===== config.mk =====
export PLATFORM = sky130hd
export DESIGN_NAME = osl_search_ctrl
export DESIGN_NICKNAME = d
export VERILOG_FILES = /design/src/hw/rtl/osl_pkg.sv /design/src/hw/rtl/osl_search_ctrl.sv
export SDC_FILE = /design/constraint.sdc
export NUM_CORES = 1
export LEC_CHECK = 0
export BUFFER_PORTS_ARGS = -buffer_cell sky130_fd_sc_hd__buf_2
export CAP_MARGIN = 15
export CORE_ASPECT_RATIO = 1.4
export CORE_MARGIN = 2
export CORE_UTILIZATION = 40
export DETAILED_ROUTE_END_ITERATION = 8
export GPL_ROUTABILITY_DRIVEN = 0
export SYNTH_ARGS = -nofsm -noshare
export SYNTH_HDL_FRONTEND = slang
export SYNTH_SLANG_ARGS = --single-unit

===== constraint.sdc =====
create_clock -name clk -period 6.25 [get_ports clk]
set_input_delay 0.625 -clock clk [delete_from_list [all_inputs] [get_ports clk]]
set_output_delay 0.625 -clock clk [all_outputs]
set_load 0.005 [all_outputs]

===== src/hw/rtl/osl_pkg.sv =====
// ----------------------------------------------------------------------------
// osl_pkg
// Shared types and constants for the sorted table lookup block: record
// layout, transaction modes, register indexes and controller states.
// ----------------------------------------------------------------------------
package osl_pkg;

	// default table size in records
	localparam int unsigned OSL_TABLE_DEPTH = 32768;

	// field widths fixed by the interface
	localparam int unsigned OSL_INDEX_W  = 15;
	localparam int unsigned OSL_KEY_W    = 24;
	localparam int unsigned OSL_OFFSET_W = 32;
	localparam int unsigned OSL_COUNT_W  = 16;
	localparam int unsigned OSL_CFG_IDX_W = 1;
	localparam int unsigned OSL_CFG_DATA_W = 32;

	// transaction modes
	localparam logic MODE_WRITE  = 1'b0;
	localparam logic MODE_LOOKUP = 1'b1;

	// configuration register indexes
	localparam logic [OSL_CFG_IDX_W-1:0] CFG_ENTRY_COUNT = 1'b0;
	localparam logic [OSL_CFG_IDX_W-1:0] CFG_NAME_BASE   = 1'b1;

	// one stored record
	typedef struct packed {
		logic [OSL_KEY_W-1:0]    key;
		logic [OSL_OFFSET_W-1:0] offset;
	} entry_t;

	// search controller states
	typedef enum logic {
		ST_IDLE,
		ST_SEARCH
	} state_t;

endpackage


===== src/hw/rtl/osl_search_ctrl.sv =====
// ----------------------------------------------------------------------------
// osl_search_ctrl
// Binary search sequencer: one probe per cycle against the record store,
// bounds kept as [lo, hi_plus1), result held in output registers.
// ----------------------------------------------------------------------------
module osl_search_ctrl
	import osl_pkg::*;
#(
	parameter int unsigned DEPTH = OSL_TABLE_DEPTH,
	parameter int unsigned AW    = $clog2(DEPTH),
	parameter int unsigned CW    = AW + 1
) (
	input  logic                    clk,
	input  logic                    arst_n,
	input  logic                    start,
	input  logic                    mode,
	input  logic [OSL_KEY_W-1:0]    key,
	input  logic [CW-1:0]           count,
	input  logic [OSL_OFFSET_W-1:0] name_base,
	output logic                    busy,
	output logic                    rd_en,
	output logic [AW-1:0]           rd_addr,
	input  entry_t                  rd_data,
	output logic                    done,
	output logic                    found,
	output logic [OSL_OFFSET_W-1:0] matched_offset,
	output logic [OSL_OFFSET_W-1:0] vendor_address
);

	state_t                  state_q, state_d;
	logic [CW-1:0]           lo_q, hp1_q;
	logic [AW-1:0]           mid_q;
	logic [OSL_KEY_W-1:0]    key_q;
	logic                    done_q, found_q;
	logic [OSL_OFFSET_W-1:0] offset_q, addr_q;

	logic          lookup_go, count_zero, hit, less, empty;
	logic [CW-1:0] mid_inc, mid_ext, nlo, nhp1;
	logic [CW:0]   sum0, sum1;
	logic [AW-1:0] mid0, mid1;
	logic          finish, fin_found;

	// probe compare and bound update
	always_comb begin
		lookup_go  = start && (state_q == ST_IDLE) && (mode == MODE_LOOKUP);
		count_zero = (count == '0);
		hit        = (rd_data.key == key_q);
		less       = (rd_data.key < key_q);
		mid_ext    = CW'(mid_q);
		mid_inc    = mid_ext + CW'(1);
		nlo        = less ? mid_inc : lo_q;
		nhp1       = less ? hp1_q : mid_ext;
		empty      = (nlo >= nhp1);
		sum0       = (CW+1)'(count) - (CW+1)'(1);
		mid0       = sum0[AW:1];
		sum1       = (CW+1)'(nlo) + (CW+1)'(nhp1) - (CW+1)'(1);
		mid1       = sum1[AW:1];
	end

	// next state
	always_comb begin
		state_d = state_q;
		case (state_q)
			ST_IDLE: begin
				if (lookup_go && !count_zero) begin
					state_d = ST_SEARCH;
				end
			end
			ST_SEARCH: begin
				if (hit || empty) begin
					state_d = ST_IDLE;
				end
			end
			default: state_d = ST_IDLE;
		endcase
	end

	// read requests and completion
	always_comb begin
		rd_en     = 1'b0;
		rd_addr   = mid0;
		finish    = 1'b0;
		fin_found = 1'b0;
		case (state_q)
			ST_IDLE: begin
				rd_en   = lookup_go && !count_zero;
				rd_addr = mid0;
				finish  = lookup_go && count_zero;
			end
			ST_SEARCH: begin
				rd_en     = !hit && !empty;
				rd_addr   = mid1;
				finish    = hit || empty;
				fin_found = hit;
			end
			default: begin
				rd_en = 1'b0;
			end
		endcase
	end

	// control registers
	always_ff @(posedge clk or negedge arst_n) begin
		if (!arst_n) begin
			state_q <= ST_IDLE;
			done_q  <= 1'b0;
		end else begin
			state_q <= state_d;
			done_q  <= finish;
		end
	end

	// search bounds and probe address
	always_ff @(posedge clk) begin
		if (lookup_go) begin
			lo_q  <= '0;
			hp1_q <= count;
			mid_q <= mid0;
			key_q <= key;
		end else if (state_q == ST_SEARCH && !hit && !empty) begin
			lo_q  <= nlo;
			hp1_q <= nhp1;
			mid_q <= mid1;
		end
	end

	// result registers
	always_ff @(posedge clk) begin
		if (finish) begin
			found_q  <= fin_found;
			offset_q <= fin_found ? rd_data.offset : '0;
			addr_q   <= fin_found ? (name_base + rd_data.offset) : '0;
		end
	end

	assign busy           = (state_q != ST_IDLE);
	assign done           = done_q;
	assign found          = found_q;
	assign matched_offset = offset_q;
	assign vendor_address = addr_q;

`ifndef SYNTHESIS
	// search interval is never empty while probing
	a_interval: assert property (@(posedge clk) disable iff (!arst_n)
		(state_q == ST_SEARCH) |-> (hp1_q > lo_q))
		else $error("empty search interval while probing");

	// probed record lies inside the interval
	a_mid_range: assert property (@(posedge clk) disable iff (!arst_n)
		(state_q == ST_SEARCH) |-> (mid_ext >= lo_q && mid_ext < hp1_q))
		else $error("probe outside search interval");

	// a lookup either completes at once or starts probing
	a_lookup_progress: assert property (@(posedge clk) disable iff (!arst_n)
		lookup_go |=> (done_q || state_q == ST_SEARCH))
		else $error("lookup transaction lost");

	// a miss returns zero fields
	a_miss_zero: assert property (@(posedge clk) disable iff (!arst_n)
		(done_q && !found_q) |-> (offset_q == '0 && addr_q == '0))
		else $error("miss with nonzero result fields");
`endif

endmodule


==> results.yml <==
grt:
  grt_pass1_vias: 8316
  groute.layer.met2.usage_pct: 39.6
  grt.total_usage_pct: 21.0
  gr-total-overflow: 0
  busiest_layer: "met2"
  grt_start_max_net_pins: 52
  globalRouteMet1Util_pct: 21.1
  antenna_found_initial: 1
  grt_first_pass_wirelength_um: 41300
  met3_usage_grt_pct: 5.06
synthesis:
  synth-seq-area-share_pct: 41.1
  synth-edff-count: 120
  synth.yosys.warnings: 0
  postSynthCellCount: 1004
  postSynth.asyncResetShare_pct: 1.45
  yosysUniqueCellTypes: 70
  synth-seq-cells: 138
  synth_nets: 1232
  syn_avg_cell_area_um2: 9.64
  ys_dominant_reg_cell: "sky130_fd_sc_hd__edfxtp_1"
  synth_area_um2: 9680
floorplan:
  floorplan.io_pins: 215
  die_width_um: 135
  placementRows: 67
  initial_core_util_pct: 40.5
  dieHeight_um: 188
  dieArea_um2: 25500
  core_um2: 23900
placement:
  numPortBuffers: 214
  detailed_place.area_um2: 11200
  place.detailed.instances: 1514
  dp.final_hpwl_um: 20800
clock_network:
  cts_max_level: 4
  clk_root_buffer_cell: "sky130_fd_sc_hd__clkbuf_16"
  clock_latency_ns: 0.43
  post_cts.resized_instances: 0
  clk_path_buf_depth: 2
  cts_num_sinks: 138
  tritoncts: "built"
  clk_pin_slew_worst_setup_hold_paths_ns: 0.06
  cts_buffers: 17
sta:
  final.hold.worst_slack_ns: 0.374
  setup_tns_ns: 0
  max_freq_mhz: 169
  drv_slew: 0
  period_minus_slack_ns: 5.90
  rsz0062_at_grt: "no"
  setup_viol: 0
  fin_worst_skew_ns: 0.0121
  relSlewSlack_pct: 40.9
  final.period_utilization_pct: 94.5
  timing.final.hold_violations: 0
  timing_worst_slew_pin_value_ns: 0.885
finish:
  fraction_of_layout_instances_using_a_drive_strength_above_1_pct: 22.8
  final_nets: 1452
  finalNonFillerCells: 1548
  syn_to_final_growth_pct: 22.0
  most-common-layout-cells: "sky130_fd_sc_hd__buf_2, sky130_fd_sc_hd__edfxtp_1, sky130_fd_sc_hd__ha_1"
  final_standard_cell_area_without_fillers_um2: 11800
  layout.cells.most_common: "sky130_fd_sc_hd__buf_2"
detailed_routing:
  routed-via-count: 8159
  detail_routed_via_count_per_cell: 5.27
  drt_first_iter_violations: 311
  iteration_count_of_the_initial_detailed_routing_pass: 4
  detail-route-antenna-nets: 0
  wl_per_cell_um: 17.1
  routed_wire_length_um: 26400
  drcViolationCount: 0
flow_run:
  max-cap-violations: 0
critical_path:
  timing.critical_path.arrival_ns: 5.28
  timing.critical_path.to_type: "output pin"
  rr_startpoint: "key_q[7]"
  worst_r2r_path_depth: 19
  path_buf_inv: 5
  crit_path_max_fanout: 22
  cp-start-kind: "flop"
  reg2reg_setup_slack_ns: 0.69
  worstPathRequired_ns: 5.62
  critical-path-slowest-cell: "sky130_fd_sc_hd__o311a_1"
  critPathKind: "reg -> out"
  critical_path.top_delay_family: "compound AO/OA/AOI/OAI gates"
  timing.critical_path.cells: "inv_1 -> ha_1 -> a211o_1 -> o311a_1 -> nor3_2 -> buf_4 -> buf_4 -> mux2i_1 -> ha_1 -> inv_1 -> ha_1 -> and2_1 -> o21ai_0 -> o21ai_0 -> o31ai_1 -> xor2_1 -> a21oi_1 -> buf_2"
  timing.critical_path.slowest_cell_delay_ns: 0.45
  critical_path.most_common_cell: "sky130_fd_sc_hd__ha_1"
  r2r_end: "matched_offset[6]"
power:
  cellPowerDensity_nw_per_um2: 504
  sw_frac_of_total_pct: 41.8
  ir_worst_vdd_uv: 357
  clock_power_share_pct: 17.8
  p_int_w: 0.00346
  leakagePower_nw: 5.41
  netSwitchingPower_w: 0.00249
  sequentialPowerShare_pct: 27.3
  pwr-share-comb_pct: 54.9
worst_hold_path:
  holdCritStartpoint: "key[22]"
  hold_path.class: "in -> reg"
  instance_count_along_the_most_critical_hold_path: 1
  min_delay_worst_endpoint: "key_q[22]"
outcome:
  run_status: "completed"
## state kept, by name, indices dropped and copies added (netlist names), named ones only
signal          flops
done                1
found               1
vendor_address     32
matched_offset     32
key_q              24
busy                1
hp1_q              16
lo_q               15
mid_q              15
## through the flow
| step | total power, W | utilization, % | worst slack (ns) |
|---|---|---|---|
| global route | 0.00640 | 49.4 | 0.0154 |
| global placement | 0.00488 | 46.8 | 0.352 |
| CTS | 0.00600 | 49.4 | 0.357 |
| finish | 0.00594 | 49.4 | 0.345 |
| detailed placement | 0.00491 | 46.8 | 0.321 |
| floorplan | 0.00386 | - | 0.128 |
## Yosys cell counts (15+ instances only)
cell / n / area [µm²]
sky130_fd_sc_hd__a21o_1: 19 / 143
sky130_fd_sc_hd__a21oi_1: 87 / 435
sky130_fd_sc_hd__a31oi_1: 15 / 93.8
sky130_fd_sc_hd__and2_1: 37 / 231
sky130_fd_sc_hd__clkbuf_1: 23 / 86.3
sky130_fd_sc_hd__dfxtp_1: 16 / 320
sky130_fd_sc_hd__edfxtp_1: 120 / 3600
sky130_fd_sc_hd__ha_1: 94 / 1180
sky130_fd_sc_hd__inv_1: 75 / 282
sky130_fd_sc_hd__mux2i_1: 34 / 340
sky130_fd_sc_hd__nand2_1: 75 / 282
sky130_fd_sc_hd__nand3_1: 19 / 95.1
sky130_fd_sc_hd__nor2_1: 93 / 349
sky130_fd_sc_hd__nor3_1: 24 / 120
sky130_fd_sc_hd__o21ai_0: 48 / 240
sky130_fd_sc_hd__xnor2_1: 32 / 280
sky130_fd_sc_hd__xor2_1: 31 / 272
## worst max path at each step
stage / startpoint / endpoint / cells after the start / slack (ns)
2_1_floorplan: rd_data[39] / hp1_q[0] / 16 / 0.13
3_3_place_gp: rd_data[39] / matched_offset[3] / 19 / 0.35
3_5_place_dp: rd_data[36] / vendor_address[5] / 20 / 0.32
4_1_cts: key_q[7] / rd_addr[11] / 18 / 0.36
5_1_grt: key_q[11] / rd_addr[9] / 20 / 0.02
6_report: key_q[7] / rd_addr[11] / 18 / 0.35
## area by class of cell
type | instances | area [µm²]
clock buffers | 18 | 429
flip-flops and latches | 138 | 3970
multi-input cells | 759 | 5310
well taps | 310 | 388
clock inverters | 14 | 179
diodes | 1 | 2.50
inverters | 77 | 289
fillers | 2340 | 12100
repair buffers | 231 | 1230
## power groups by stage
| stage | sequential (W) | clock [W] | combinational, W |
|---|---|---|---|
| 2_1_floorplan | 0.00158 | 0 | 0.00228 |
| 3_3_place_gp | 0.00163 | 0 | 0.00325 |
| 3_5_place_dp | 0.00164 | 0 | 0.00328 |
| 4_1_cts | 0.00162 | 0.00108 | 0.00330 |
| 5_1_grt | 0.00164 | 0.00112 | 0.00364 |
| 6_report | 0.00162 | 0.00106 | 0.00326 |
## kinds of logic after synthesis
logic type               Yosys count  synth area share, %
AO/OA/AOI/OAI                    245                 16.5
XOR/XNOR                          63                 5.70
flip-flops                       138                 41.1
multiplexers                      34                 3.52
buffers and inverters            107                 4.34
adder cells (fa/ha/maj)           97                 12.7
AND/OR/NAND/NOR                  320                 16.2
## repair_timing
action,in CTS,in global routing
setup buffers,0,0
endpoints found under the hold margin,2,0
hold buffers,1,0
## metal layers
metal | routed length (µm) | part of all wire [%] | vias to the layer above
met3 | 1430 | 5.4 | 64
met4 | 1110 | 4.2 | 0
met1 | 9710 | 37 | 3791
li1 | - | - | 4080
met5 | 0 | 0 | -
met2 | 14200 | 54 | 224
No activity file was read; power rests on OpenSTA's default activity.
